[src/design/hta_pkg.sv]
// shared widths, constants and types of the triangle and circle measurement unit
package hta_pkg;

    localparam int COORD_WIDTH = 16;
    localparam int FRAC_BITS   = 8;
    localparam int GUARD_BITS  = 8;

    localparam int AREA_W  = 24;
    localparam int PERIM_W = 20;
    localparam logic [AREA_W-1:0]  AREA_MAX  = '1;
    localparam logic [PERIM_W-1:0] PERIM_MAX = '1;

    // side lane widths
    localparam int SQR_W      = 2 * COORD_WIDTH;
    localparam int D2_W       = 2 * COORD_WIDTH + 1;
    localparam int RAD_W      = D2_W + 2 * GUARD_BITS;
    localparam int SIDE_RAD_W = RAD_W + (RAD_W % 2);
    localparam int SIDE_W     = SIDE_RAD_W / 2;
    localparam int LANE_LAT   = 3 + SIDE_W;

    // heron product widths
    localparam int SUM_W       = SIDE_W + 2;
    localparam int FAC_W       = SIDE_W + 1;
    localparam int X_W         = SUM_W + FAC_W;
    localparam int Y_W         = 2 * FAC_W;
    localparam int X_LO_W      = (X_W + 1) / 2;
    localparam int X_HI_W      = X_W - X_LO_W;
    localparam int Y_LO_W      = Y_W / 2;
    localparam int Y_HI_W      = Y_W - Y_LO_W;
    localparam int PROD_W      = X_W + Y_W;
    localparam int HERON_SH    = 2 * FRAC_BITS + 4 * GUARD_BITS + 4;
    localparam int P_W         = PROD_W - HERON_SH;
    localparam int AREA_RAD_W  = P_W + (P_W % 2);
    localparam int AREA_ROOT_W = AREA_RAD_W / 2;

    // circle widths, pi in q.32
    localparam int R_W      = COORD_WIDTH - 1;
    localparam int R2_W     = 2 * R_W;
    localparam int PI_W     = 34;
    localparam int PI_LO_W  = PI_W / 2;
    localparam int PI_HI_W  = PI_W - PI_LO_W;
    localparam logic [PI_W-1:0] PI_Q32 = 34'd13493037705;
    localparam int CA_W     = R2_W + PI_W;
    localparam int CA_SH    = 32 + FRAC_BITS;
    localparam int CP_W     = R_W + 1 + PI_W;
    localparam int CP_SH    = 32;

    // stream widths
    localparam int S_TDATA_W = ((6 * COORD_WIDTH + 7) / 8) * 8;
    localparam int M_TDATA_W = ((AREA_W + PERIM_W + 7) / 8) * 8;
    localparam int M_PAD_W   = M_TDATA_W - AREA_W - PERIM_W;

    typedef enum logic {
        OP_TRIANGLE = 1'b0,
        OP_CIRCLE   = 1'b1
    } opcode_t;

endpackage

[src/design/hta_isqrt.sv]
// pipelined integer square root, one root bit per stage
module hta_isqrt #(
    parameter int IN_W = 50
) (
    input  logic                aclk,
    input  logic                aresetn,
    input  logic                en,
    input  logic                in_valid,
    input  logic [IN_W-1:0]     rad_in,
    output logic                out_valid,
    output logic [IN_W/2-1:0]   root_out
);

    localparam int ROOT_W = IN_W / 2;
    localparam int REM_W  = ROOT_W + 3;

    logic [IN_W-1:0]   rad_reg   [ROOT_W];
    logic [ROOT_W-1:0] root_reg  [ROOT_W];
    logic [REM_W-1:0]  rem_reg   [ROOT_W];
    logic [ROOT_W-1:0] valid_reg;

    for (genvar i = 0; i < ROOT_W; i++) begin : g_stage
        logic [IN_W-1:0]   rad_cur;
        logic [ROOT_W-1:0] root_cur;
        logic [REM_W-1:0]  rem_cur;
        logic              valid_cur;
        logic [REM_W-1:0]  rem_sh;
        logic [REM_W-1:0]  trial;
        logic [REM_W-1:0]  rem_next;
        logic [ROOT_W-1:0] root_next;

        if (i == 0) begin : g_first
            assign rad_cur   = rad_in;
            assign root_cur  = '0;
            assign rem_cur   = '0;
            assign valid_cur = in_valid;
        end else begin : g_rest
            assign rad_cur   = rad_reg[i-1];
            assign root_cur  = root_reg[i-1];
            assign rem_cur   = rem_reg[i-1];
            assign valid_cur = valid_reg[i-1];
        end

        always_comb begin
            rem_sh = {rem_cur[REM_W-3:0], rad_cur[IN_W-1 -: 2]};
            trial  = {1'b0, root_cur, 2'b01};
            if (rem_sh >= trial) begin
                rem_next  = rem_sh - trial;
                root_next = {root_cur[ROOT_W-2:0], 1'b1};
            end else begin
                rem_next  = rem_sh;
                root_next = {root_cur[ROOT_W-2:0], 1'b0};
            end
        end

        always_ff @(posedge aclk) begin
            if (!aresetn) begin
                valid_reg[i] <= 1'b0;
            end else if (en) begin
                valid_reg[i] <= valid_cur;
            end
        end

        always_ff @(posedge aclk) begin
            if (en) begin
                rad_reg[i]  <= {rad_cur[IN_W-3:0], 2'b00};
                root_reg[i] <= root_next;
                rem_reg[i]  <= rem_next;
            end
        end
    end

    assign out_valid = valid_reg[ROOT_W-1];
    assign root_out  = root_reg[ROOT_W-1];

endmodule

[src/design/hta_lane.sv]
// one side lane: distance squared between two points and its guarded square root
module hta_lane
    import hta_pkg::*;
(
    input  logic                          aclk,
    input  logic                          aresetn,
    input  logic                          en,
    input  logic                          in_valid,
    input  logic signed [COORD_WIDTH-1:0] x0,
    input  logic signed [COORD_WIDTH-1:0] y0,
    input  logic signed [COORD_WIDTH-1:0] x1,
    input  logic signed [COORD_WIDTH-1:0] y1,
    output logic                          out_valid,
    output logic [SIDE_W-1:0]             side_len
);

    logic [COORD_WIDTH:0]   ddx;
    logic [COORD_WIDTH:0]   ddy;
    logic [COORD_WIDTH:0]   ddx_abs;
    logic [COORD_WIDTH:0]   ddy_abs;
    logic [COORD_WIDTH-1:0] dx_reg;
    logic [COORD_WIDTH-1:0] dy_reg;
    logic [SQR_W-1:0]       sqx_reg;
    logic [SQR_W-1:0]       sqy_reg;
    logic [D2_W-1:0]        d2_reg;
    logic [2:0]             vld_reg;
    logic [SIDE_RAD_W-1:0]  rad;

    assign ddx     = {x1[COORD_WIDTH-1], x1} - {x0[COORD_WIDTH-1], x0};
    assign ddy     = {y1[COORD_WIDTH-1], y1} - {y0[COORD_WIDTH-1], y0};
    assign ddx_abs = ddx[COORD_WIDTH] ? -ddx : ddx;
    assign ddy_abs = ddy[COORD_WIDTH] ? -ddy : ddy;

    always_ff @(posedge aclk) begin
        if (!aresetn) begin
            vld_reg <= '0;
        end else if (en) begin
            vld_reg <= {vld_reg[1:0], in_valid};
        end
    end

    always_ff @(posedge aclk) begin
        if (en) begin
            dx_reg  <= ddx_abs[COORD_WIDTH-1:0];
            dy_reg  <= ddy_abs[COORD_WIDTH-1:0];
            sqx_reg <= SQR_W'(dx_reg) * SQR_W'(dx_reg);
            sqy_reg <= SQR_W'(dy_reg) * SQR_W'(dy_reg);
            d2_reg  <= D2_W'(sqx_reg) + D2_W'(sqy_reg);
        end
    end

    assign rad = SIDE_RAD_W'({d2_reg, {(2 * GUARD_BITS){1'b0}}});

    hta_isqrt #(
        .IN_W (SIDE_RAD_W)
    ) u_sqrt (
        .aclk      (aclk),
        .aresetn   (aresetn),
        .en        (en),
        .in_valid  (vld_reg[2]),
        .rad_in    (rad),
        .out_valid (out_valid),
        .root_out  (side_len)
    );

endmodule

[config.mk]
export PLATFORM = sky130hd
export DESIGN_NAME = hta_lane
export DESIGN_NICKNAME = d
export VERILOG_FILES = /design/src/design/hta_pkg.sv /design/src/design/hta_isqrt.sv /design/src/design/hta_lane.sv
export SDC_FILE = /design/constraint.sdc
export NUM_CORES = 2
export LEC_CHECK = 0
export ABC_AREA = 1
export ABC_CLOCK_PERIOD_IN_PS = 12600
export BUFFER_PORTS_ARGS = -buffer_cell sky130_fd_sc_hd__buf_2
export CAP_MARGIN = 0
export CORE_MARGIN = 2
export CORE_UTILIZATION = 61
export CTS_BUF_LIST = sky130_fd_sc_hd__clkbuf_4 sky130_fd_sc_hd__clkbuf_8 sky130_fd_sc_hd__clkbuf_16
export DETAILED_ROUTE_END_ITERATION = 8
export GPL_TIMING_DRIVEN = 0
export PLACE_DENSITY = 0.85
export SLEW_MARGIN = 0
export SYNTH_ARGS = -nofsm -noshare
export SYNTH_HDL_FRONTEND = slang
export SYNTH_HIERARCHICAL = 1
export SYNTH_SLANG_ARGS = --single-unit
[constraint.sdc]
create_clock -name aclk -period 12.6 [get_ports aclk]
set_clock_uncertainty 0.1 [all_clocks]
set_input_delay 1.26 -clock aclk [delete_from_list [all_inputs] [get_ports aclk]]
set_output_delay 1.26 -clock aclk [all_outputs]
set_load 0.03 [all_outputs]
==> flow_summary.toml <==
[finish]
layoutNonFillerInstCount = 14990
finalNetCount = 13540
layout_common_cells = "nand2_1 (3651), inv_1 (2355), edfxtp_1 (1641)"
area_growth_pct = 8.700
largest_reg_flops = 600
drive_gt1_share_pct = 6.097
diodes = 0
layout_commonest_cell = "nand2_1"

[logic_synthesis]
syn-cell-area_mm2 = 0.1068
synth-seq-cells = 1669
synth_top_flop_cell = "edfxtp_1"
syn_area_per_cell_um2 = 8.730
synthDistinctLibCells = 65
yosys_warnings = 6
seq_area_frac_synth_pct = 46.67
async_reset_ff_share_pct = 0
synth_edf_count = 1641
synth_cells = 12230

[detailed_routing]
drt-total-wl_um = 258100
first_iter_violations = 7219
vias = 80680
drc = 0
antenna_left = 0
viasPerCell = 5.383
drt-pass1-iter-count = 9
wl_per_cell_um = 17.22

[placement]
place_congestion = 0.9663
dp_cells = 14680
port_buffers = 93
dp.final_hpwl_um = 200200

[cts]
cts_buffers = 170
cts_tree = "done"
cts_setup_buffers = 0
root_buffer = "clkbuf_16"
clk_latency_ns = 0.83
cts.sinks = 1669
path_clk_slew_ns = 0.06
cts_max_level = 4
cts_hold_buf = 0
cts_resized = 0
cts_buffer_depth = 3

[setup_path]
regToRegSetupSlack_ns = 5.47
end_kind = "flop"
path_cells = "clkbuf_1 > clkbuf_1 > nand2_1 > fa_1 > fa_1 > inv_1 > fa_1 > fa_1 > fa_1 > inv_1 > fa_1 > inv_1 > ha_1 > nand2_1 > nor2_1 > inv_1 > nor3_1 > a21oi_1 > o21a_1 > o21ai_0 > xor2_1"
slowest_stage = "clkbuf_1"
crit_path_start_kind = "flop"
ff2ff_path_depth = 21
path_buf_inv = 6
cpMostUsedCell = "fa_1"
cp.required_ns = 13.05
r2r_end = "sqx_reg[27]"
cp.arrival_ns = 7.58
worst-path-stages = 21
reg2reg_from = "dx_reg[11]"
crit_end = "sqx_reg[27]"
crit_type = "reg -> reg"
path_delay_family = "adder cells"
crit_fanout = 10
cpPeakStageDelay_ns = 0.58
crit_start = "dx_reg[11]"

[sta]
min_period_ns = 7.131
rsz0062_at_grt = "false"
setup_viol = 0
finalHoldViolCount = 0
max_freq_ghz = 0.1402
worst_pin_slew_ns = 1.004
timing.hold.ws_ns = 0.3049
slew_viol_final = 0
period_share_pct = 56.60
setup_tns_ns = 0
slew_headroom_pct = 33.05

[global_routing]
grt_pass1_vias = 78170
grtUsageTotal_pct = 28.83
grtUsageMet1_pct = 39.40
antenna_found_initial = 2
grt_pass1_wl_um = 409900
busiest_layer = "met2"
grt.overflow.total = 0
grt_max_degree = 191
globalRouteMet3Util_pct = 3.463
met2_usage_pct = 47.78

[floorplan]
dieWidth_um = 422.4
num_rows = 153
coreArea_mm2 = 0.1738
fp.dieH_um = 422.4
ioPinCount = 94
initial_core_util_pct = 61.44
fp.dieArea_mm2 = 0.1784

[hold_path]
hold_class = "reg -> reg"
hold_path.startpoint = "u_sqrt/rad_reg[1][31]"

[status]
status = "finished, final reports clean"

[job]
cap_violations = 0
-- per-layer routing --
metal  vias up  part of all wire [%]
met3       530                   6.1
met1     37790                    43
li1      39640                     -
met2      2717                    47
met4         2                   3.5
met5         -                0.0050
-- synth_stat cells (33+ instances only) --
cell	number	area, um^2
nand3_1	629	3148
a21oi_2	47	411.6
nor2_2	40	250.2
edfxtp_1	1641	49280
nand2_1	3651	13700
inv_1	2355	8840
nand3b_1	86	645.6
nor3_1	89	445.4
nor2_1	969	3637
o21ai_1	79	395.4
o21ai_2	46	402.9
buf_6	33	371.6
ha_1	620	7757
xnor2_1	149	1305
fa_1	327	6546
a21oi_1	415	2077
clkbuf_1	69	259.0
xor2_1	225	1971
o21ai_0	211	1056
nand4_1	167	1045
nand2_2	61	381.6
-- final cells by class --
| cell class | instances | area (um^2) |
|---|---|---|
| Clock buffer | 197 | 4509 |
| Inverter | 2386 | 8967 |
| Multi-Input combinational cell | 8048 | 47090 |
| Sequential cell | 1669 | 49840 |
| Buffer | 148 | 960.9 |
| Clock inverter | 112 | 1076 |
| Tap cell | 2325 | 2909 |
| Fill cell | 14020 | 57740 |
| Timing Repair Buffer | 102 | 728.2 |
-- logic make-up after synthesis --
logic type,share of synthesized area [%]
flops,46.67
simple gates,22.71
other cells,0.007032
buf+inv,9.297
xor+xnor,3.134
fa+ha+maj,13.39
compound gates,4.793
-- stage by stage --
stage          instance area (um^2)  setup WS [ns]  utilization [%]
6_report                     116100          5.469            66.78
5_1_grt                      116100          5.248            66.78
4_1_cts                      116100          5.535            66.78
3_5_place_dp                 110500          5.607            63.57
3_3_place_gp                 110200         -14.80            63.42
2_1_floorplan                106900          6.843                -
-- worst min-delay path by stage --
stage | to | slack (ns) | depth (start not counted)
after floorplan | u_sqrt/rad_reg[0][100] | 0.30 | 0
after global placement | u_sqrt/rad_reg[0][101] | 0.30 | 0
after detailed placement | u_sqrt/rad_reg[0][115] | 0.30 | 0
after CTS | u_sqrt/rad_reg[1][179] | 0.30 | 0
after global routing | u_sqrt/rad_reg[2][47] | 0.32 | 0
final | u_sqrt/rad_reg[1][79] | 0.30 | 0
Power is left out: the tool's default activity adds up to more than one toggle a clock period on the data nets, which glitch-free logic cannot reach.
